### src/rtl/uarttx_pkg.sv
// uarttx_pkg: shared constants, codes and control structs for the buffered 8n1 transmitter
// used by uarttx_ctrl, uarttx_dp and uart_tx_buffered_8n1; no dependencies
package uarttx_pkg;

  localparam int BUFFER_DEPTH  = 256;
  localparam int BITS_PER_BYTE = 8;
  // length/pointer counters must hold the depth itself
  localparam int LEN_W  = $clog2(BUFFER_DEPTH + 1);
  localparam int ADDR_W = (BUFFER_DEPTH > 1) ? $clog2(BUFFER_DEPTH) : 1;
  localparam int BIT_W  = $clog2(BITS_PER_BYTE);

  // item kinds
  localparam logic KIND_TICK = 1'b0;
  localparam logic KIND_LOAD = 1'b1;

  // commands from controller to datapath
  typedef struct packed {
    logic accept;     // an item transfer happens this cycle
    logic start_msg;  // idle tick with a pending message
    logic start_bit;  // start tick
    logic data_bit;   // data tick
    logic stop_bit;   // stop tick
    logic store;      // write byte into the buffer
    logic end_msg;    // last mark closes the message
    logic ignored;    // load refused
    logic busy_next;  // busy flag after this item
  } cmd_t;

  // status from datapath to controller
  typedef struct packed {
    logic msg_pending;     // message_length != 0
    logic remaining_zero;  // bytes_remaining == 0
    logic bit_last;        // current data bit is bit 7
    logic load_full;       // load pointer at buffer depth
  } status_t;

endpackage

### src/rtl/uart_tx_buffered_8n1.sv
// uart_tx_buffered_8n1: buffered 8n1 uart transmitter, one bit time per tick item
// latency: one result per item, registered, valid the cycle after the input transfer
// throughput: one item per clock; in_stall rises only while a result waits under out_stall
// reset (rst, synchronous, active high): idle phase, line high, empty buffer, no result held
// buffer contents are not cleared by reset; only written entries are ever sent
// depends on uarttx_pkg, uarttx_ctrl, uarttx_dp
module uart_tx_buffered_8n1 (
  input  logic       clk,
  input  logic       rst,
  // item channel
  input  logic       in_valid,
  output logic       in_stall,
  input  logic       kind,
  input  logic [7:0] data_byte,
  input  logic       last_byte,
  // result channel
  output logic       out_valid,
  input  logic       out_stall,
  output logic       tx_level,
  output logic       busy_res,
  output logic       load_ignored
);
  import uarttx_pkg::*;

  cmd_t    cmd;
  status_t status;

  // controller: phase machine (idle, start, data, stop) and transfer control
  uarttx_ctrl u_ctrl (
    .clk       (clk),
    .rst       (rst),
    .in_valid  (in_valid),
    .in_stall  (in_stall),
    .kind      (kind),
    .last_byte (last_byte),
    .out_valid (out_valid),
    .out_stall (out_stall),
    .status    (status),
    .cmd       (cmd)
  );

  // datapath: buffer memory, byte fetch on start tick, bit selection, counters, results
  uarttx_dp u_dp (
    .clk          (clk),
    .rst          (rst),
    .cmd          (cmd),
    .data_byte    (data_byte),
    .status       (status),
    .tx_level     (tx_level),
    .busy_res     (busy_res),
    .load_ignored (load_ignored)
  );

endmodule

### src/rtl/uarttx_dp.sv
// uarttx_dp: datapath with message buffer, counters, line level and result registers
// depends on uarttx_pkg
module uarttx_dp (
  input  logic                clk,
  input  logic                rst,
  input  uarttx_pkg::cmd_t    cmd,
  input  logic [7:0]          data_byte,
  output uarttx_pkg::status_t status,
  output logic                tx_level,
  output logic                busy_res,
  output logic                load_ignored
);
  import uarttx_pkg::*;

  logic [7:0]       mem [BUFFER_DEPTH];
  logic [7:0]       rd_byte;
  logic [LEN_W-1:0] message_length;
  logic [LEN_W-1:0] bytes_remaining;
  logic [LEN_W-1:0] load_pointer;
  logic [LEN_W-1:0] pos;
  logic [LEN_W-1:0] ptr_inc;
  logic [BIT_W-1:0] bit_index;
  logic             line_level;
  logic             line_next;

  assign pos     = message_length - bytes_remaining;
  assign ptr_inc = load_pointer + LEN_W'(1);

  assign status.msg_pending    = (message_length != '0);
  assign status.remaining_zero = (bytes_remaining == '0);
  assign status.bit_last       = (bit_index == BIT_W'(BITS_PER_BYTE - 1));
  assign status.load_full      = (load_pointer == LEN_W'(BUFFER_DEPTH));

  always_comb begin
    priority if (cmd.start_bit) begin
      line_next = 1'b0;
    end else if (cmd.data_bit) begin
      line_next = rd_byte[bit_index];
    end else if (cmd.stop_bit) begin
      line_next = 1'b1;
    end else begin
      line_next = line_level;
    end
  end

  // buffer write on load, byte fetch on start tick
  always_ff @(posedge clk) begin
    if (cmd.store) begin
      mem[load_pointer[ADDR_W-1:0]] <= data_byte;
    end
    if (cmd.start_bit) begin
      rd_byte <= mem[pos[ADDR_W-1:0]];
    end
  end

  always_ff @(posedge clk) begin
    if (rst) begin
      message_length  <= '0;
      bytes_remaining <= '0;
      load_pointer    <= '0;
      bit_index       <= '0;
      line_level      <= 1'b1;
    end else begin
      line_level <= line_next;
      if (cmd.start_msg) begin
        bytes_remaining <= message_length;
      end else if (cmd.data_bit && status.bit_last && !status.remaining_zero) begin
        bytes_remaining <= bytes_remaining - LEN_W'(1);
      end
      if (cmd.start_bit) begin
        bit_index <= '0;
      end else if (cmd.data_bit) begin
        bit_index <= bit_index + BIT_W'(1);
      end
      if (cmd.end_msg) begin
        message_length <= cmd.store ? ptr_inc : load_pointer;
        load_pointer   <= '0;
      end else begin
        if (cmd.stop_bit && status.remaining_zero) begin
          message_length <= '0;
        end
        if (cmd.store) begin
          load_pointer <= ptr_inc;
        end
      end
    end
  end

  // result registers
  always_ff @(posedge clk) begin
    if (cmd.accept) begin
      tx_level     <= line_next;
      busy_res     <= cmd.busy_next;
      load_ignored <= cmd.ignored;
    end
  end

endmodule

### src/rtl/uarttx_ctrl.sv
// uarttx_ctrl: frame phase state machine and item/result handshake control
// depends on uarttx_pkg
module uarttx_ctrl (
  input  logic                clk,
  input  logic                rst,
  input  logic                in_valid,
  output logic                in_stall,
  input  logic                kind,
  input  logic                last_byte,
  output logic                out_valid,
  input  logic                out_stall,
  input  uarttx_pkg::status_t status,
  output uarttx_pkg::cmd_t    cmd
);
  import uarttx_pkg::*;

  localparam logic [1:0] PH_IDLE  = 2'd0;
  localparam logic [1:0] PH_START = 2'd1;
  localparam logic [1:0] PH_DATA  = 2'd2;
  localparam logic [1:0] PH_STOP  = 2'd3;

  logic [1:0] phase;
  logic [1:0] phase_next;
  logic       accept;
  logic       tick;
  logic       load;
  logic       busy;
  logic       pend_next;

  assign in_stall = out_valid && out_stall;
  assign accept   = in_valid && !in_stall;
  assign tick     = accept && (kind == KIND_TICK);
  assign load     = accept && (kind == KIND_LOAD);
  assign busy     = (phase != PH_IDLE) || status.msg_pending;

  always_comb begin
    cmd           = '0;
    cmd.accept    = accept;
    cmd.store     = load && !busy && !status.load_full;
    cmd.end_msg   = load && !busy && last_byte;
    cmd.ignored   = load && (busy || status.load_full);
    phase_next    = phase;
    unique case (phase)
      PH_IDLE: begin
        if (tick && status.msg_pending) begin
          cmd.start_msg = 1'b1;
          phase_next    = PH_START;
        end
      end
      PH_START: begin
        if (tick) begin
          cmd.start_bit = 1'b1;
          phase_next    = PH_DATA;
        end
      end
      PH_DATA: begin
        if (tick) begin
          cmd.data_bit = 1'b1;
          if (status.bit_last) begin
            phase_next = PH_STOP;
          end
        end
      end
      PH_STOP: begin
        if (tick) begin
          cmd.stop_bit = 1'b1;
          phase_next   = status.remaining_zero ? PH_IDLE : PH_START;
        end
      end
      default: phase_next = PH_IDLE;
    endcase
    // pending flag after this item, mirrors message_length update
    priority if (cmd.end_msg) begin
      pend_next = 1'b1;
    end else if (cmd.stop_bit && status.remaining_zero) begin
      pend_next = 1'b0;
    end else begin
      pend_next = status.msg_pending;
    end
    cmd.busy_next = (phase_next != PH_IDLE) || pend_next;
  end

  always_ff @(posedge clk) begin
    if (rst) begin
      phase     <= PH_IDLE;
      out_valid <= 1'b0;
    end else begin
      phase <= phase_next;
      if (accept) begin
        out_valid <= 1'b1;
      end else if (!out_stall) begin
        out_valid <= 1'b0;
      end
    end
  end

`ifndef SYNTH
  a_active_has_msg: assert property (@(posedge clk) disable iff (rst)
    (phase != PH_IDLE) |-> status.msg_pending)
    else $error("frame in progress without a message");
  a_no_store_full: assert property (@(posedge clk) disable iff (rst)
    cmd.store |-> !status.load_full)
    else $error("buffer write beyond depth");
  a_stop_to_idle: assert property (@(posedge clk) disable iff (rst)
    (cmd.stop_bit && status.remaining_zero) |=> (phase == PH_IDLE && !status.msg_pending))
    else $error("last stop bit did not return to idle");
  a_one_step: assert property (@(posedge clk) disable iff (rst)
    $onehot0({cmd.start_msg, cmd.start_bit, cmd.data_bit, cmd.stop_bit, cmd.store}))
    else $error("more than one datapath step in a cycle");
`endif

endmodule
### config.mk
export PLATFORM = sky130hd
export DESIGN_NAME = uart_tx_buffered_8n1
export DESIGN_NICKNAME = d
export VERILOG_FILES = /design/src/rtl/uarttx_pkg.sv /design/src/rtl/uart_tx_buffered_8n1.sv /design/src/rtl/uarttx_dp.sv /design/src/rtl/uarttx_ctrl.sv
export SDC_FILE = /design/constraint.sdc
export NUM_CORES = 2
export LEC_CHECK = 0
export BUFFER_PORTS_ARGS = -buffer_cell sky130_fd_sc_hd__buf_4
export CORE_MARGIN = 1
export CORE_UTILIZATION = 48
export DETAILED_ROUTE_END_ITERATION = 10
export PLACE_DENSITY_LB_ADDON = 0.25
export SETUP_SLACK_MARGIN = 0.02
export SLEW_MARGIN = 10
export SYNTH_ARGS = -nofsm -noshare
export SYNTH_HDL_FRONTEND = slang
export SYNTH_SLANG_ARGS = --single-unit
### constraint.sdc
create_clock -name clk -period 3.95 [get_ports clk]
set_input_delay 0.79 -clock clk [delete_from_list [all_inputs] [get_ports clk]]
set_output_delay 0.79 -clock clk [all_outputs]
set_load 0.1 [all_outputs]
==> reports/metrics.yaml <==
power_and_ir_drop:
  p_sw_mw: 9.34
  switching_share: 0.208
  p_clk_frac: 0.424
  p_int_mw: 35.6
  p_comb_frac: 0.033
  seq_power_share: 0.543
  p_leak_nw: 31.3
  vdd.ir_drop.worst_mv: 0.353
  powerDensity_nw_per_um2: 472
worst_setup_path:
  crit_fanout: 14
  path_cells: "inv_1 > ha_4 > fa_4 > buf_12 > buf_4 > mux4_2 > nand2_1 > a21oi_1 > o21ai_0 > o21ai_0 > o22ai_2 > nor4_1"
  worstPathRequired_ns: 4.53
  end_kind: "flop"
  crit_slowest_cell: "fa_4"
  slowest_delay_ns: 0.80
  crit_arrival_ns: 4.45
  crit_top_cell: "o21ai_0"
  cp.buffers_inverters: 3
  path_class: "reg2reg"
  crit_family: "compound AO/OA/AOI/OAI gates"
  crit_path_start_kind: "flop"
synth:
  synthFlopType: "edfxtp_1"
  yosysUniqueCellTypes: 74
  ys_ff_latch: 2093
  synthesis.nets: 4182
  async_reset_ff_frac: 0
  syn_area_per_cell_um2: 19.9
  synth-edff-count: 2059
  synth-seq-area-share: 0.758
  synthCells: 4153
  netlist_area_um2: 82400
  yosys_warnings: 0
place:
  portBuffers: 18
  place.gp.congestion: 0.870
  place.detailed.hpwl_mm: 125
clock_tree:
  cts_buffers: 206
  cts_tree: "built"
  path_clk_slew_ns: 0.06
  h-tree-depth: 4
  cts_root_buffer: "clkbuf_16"
  cts_hold_buf: 0
  clock_latency_ns: 0.84
  cts_buffer_depth: 3
  clock_sinks: 2093
drt:
  routed.top_layer: "met5"
  drt_first_pass_iters: 6
  drt_iter0_drc: 4821
  wl_met3_mm: 16.5
  routedWlPerCell_um: 29.2
  detail_route.vias_per_cell: 6.09
  wl_met1_mm: 84.0
  ant_nets: 0
  dr_wl_met2_mm: 97.8
  route.detailed.drc: 0
  vias: 42500
  finalWirelength_mm: 204
die:
  core_area_um2: 170000
  row_count: 151
  die_area_um2: 173000
  die_y_um: 416
  fp.dieW_um: 416
  start_util: 0.485
  ios: 19
global_routing:
  grt_usage: 0.237
  first_global_vias: 42800
  grt_max_degree: 132
  grt_pass1_wl_mm: 298
  antenna_found_initial: 6
  grt_overflow: 0
outcome:
  status: "finished clean"
timing:
  setup_viol: 0
  clock.fmax_mhz: 259
  max_slew.worst_pin.slew_ns: 1.02
  hold_violations: 0
  holdWs_ns: 0.181
  min_period_ns: 3.86
  slew_headroom: 0.317
  skew_ns: 0.0469
  fin_tns_setup_ns: 0
  slew_viol_final: 0
  rsz0062_at_grt: "true"
  fin_crit_sh: 0.978
finish:
  nFillCells: 12700
  final_layout_size_suffix_gt1_frac: 0.288
  nets: 4616
  area_delta_synth_final_pct: 15.5
job:
  maxCapViolations: 0
min_path:
  hold_class: "in2reg"
## Yosys cell counts (all sizes together) (3+ instances only)
master  count  area (um^2)
a211oi      9         67.6
a21oi      91          455
a22oi      10         80.1
a311oi      8         70.1
a31oi      48          300
a32oi      31          272
a41oi       8         70.1
and2        6         37.5
and3       48          300
buf       162         1010
clkbuf    102          384
dfxtp      34          681
edfxtp   2059        61800
ha         14          175
inv        16         60.1
mux2i      31          310
mux4      526        11800
nand2     305         1140
nand2b      3         18.8
nand3     129          646
nand4      35          225
nor2      306         1150
nor2b      18          120
nor3       24          135
nor4       10         77.6
o21a        8         60.1
o21ai      23          119
o221ai      7         61.3
o22ai      10         62.6
or2         4         27.5
or3         9         56.3
xnor2      20          201
xor2        7         68.8
## cell usage in the layout (no fill, tap or decap), drive strengths merged, types with 91 or more instances in the layout
| cell | instances |
|---|---|
| nand3 | 129 |
| nor2 | 306 |
| edfxtp | 2059 |
| buf | 489 |
| clkbuf | 240 |
| nand2 | 305 |
| clkinv | 109 |
| mux4 | 526 |
| a21oi | 91 |
## power by group through the flow
stage	Clock [mW]	Combinational, mW	Sequential, mW
final	19.1	1.48	24.4
after global routing	20.2	1.58	24.4
after CTS	19.4	1.49	24.4
after detailed placement	0	1.48	24.9
after global placement	0	1.46	24.9
after floorplan	0	0.692	24.9
## metal layers
| metal | vias up | global-route usage |
|---|---|---|
| met4 | 2 | 0.0709 |
| met1 | 22500 | 0.341 |
| li1 | 17800 | - |
| met5 | - | 0 |
| met3 | 316 | 0.0413 |
| met2 | 1889 | 0.372 |
## worst paths after layout
kind / startpoint / to / slack, ns / cells past startpoint
worst min-delay path: in_valid / u_ctrl.out_valid$_SDFFE_PP0P_ / 0.18 / 3
worst min register to register: u_dp.bytes_remaining[8]$_SDFFE_PP0P_ / u_dp.bytes_remaining[8]$_SDFFE_PP0P_ / 0.49 / 2
worst max-delay path: u_dp.message_length[0]$_SDFFE_PP0P_ / u_dp.rd_byte[5]$_DFFE_PP_ / 0.09 / 12
worst max register to register: u_dp.message_length[0]$_SDFFE_PP0P_ / u_dp.rd_byte[5]$_DFFE_PP_ / 0.09 / 12
## what timing repair did
item	in CTS	in global routing
gates resized for setup	9	15
cloned	0	1
pin swaps	1	3
endpoints found under the setup margin	5	8
setup buffers	0	4
hold endpoints to repair	0	0
## cells by family after synthesis
kind of cell / share of synthesized area
and+or+nand+nor: 0.0490
muxes: 0.147
xor gates and xnor gates: 0.00328
adders and majority gates: 0.00237
DFF: 0.758
buffers and inverters: 0.0177
AOI/OAI and AO/OA: 0.0220
## final cells by class
cell class                      instances  area, um^2  area share
Antenna cell                            1        2.50   0.0000263
Inverter                               16        60.1    0.000631
Sequential cell                      2093       62500       0.657
Timing Repair Buffer                  490        4540      0.0477
Multi-Input combinational cell       1780       18700       0.197
Clock inverter                        142        1260      0.0133
Clock buffer                          239        5320      0.0559
Tap cell                             2218        2780      0.0291
## per-stage QoR
step	cell area, um^2	instances	total power [mW]	worst slack [ns]	util
detailed placement	88400	6592	26.3	-0.184	0.520
global route	95200	6978	46.1	0.0111	0.560
floorplan	82400	4153	25.6	0.795	-
finish	95200	6979	45.0	0.0852	0.560
global placement	88400	6592	26.3	-0.129	0.520
CTS	95100	6973	45.3	0.0131	0.559
## worst reg2reg max path: stages (launching register included)
cell	delay [ns]
dfxtp_1	0.38
inv_1	0.09
ha_4	0.17
fa_4	0.80
buf_12	0.19
buf_4	0.28
mux4_2	0.35
nand2_1	0.08
a21oi_1	0.08
o21ai_0	0.44
o21ai_0	0.29
o22ai_2	0.35
nor4_1	0.10
## sequential cells by signal, indices dropped and copies added, names as in the netlist
signal                cells
u_dp.bytes_remaining      9
u_dp.mem               2048
u_dp.busy_res             1
u_dp.line_level           1
u_dp.load_ignored         1
u_ctrl.out_valid          1
u_dp.rd_byte              8
u_dp.tx_level             1
u_dp.bit_index            3
u_ctrl.phase              2
u_dp.load_pointer         9
u_dp.message_length       9
Note: power is estimated with default switching activity, not from simulation.
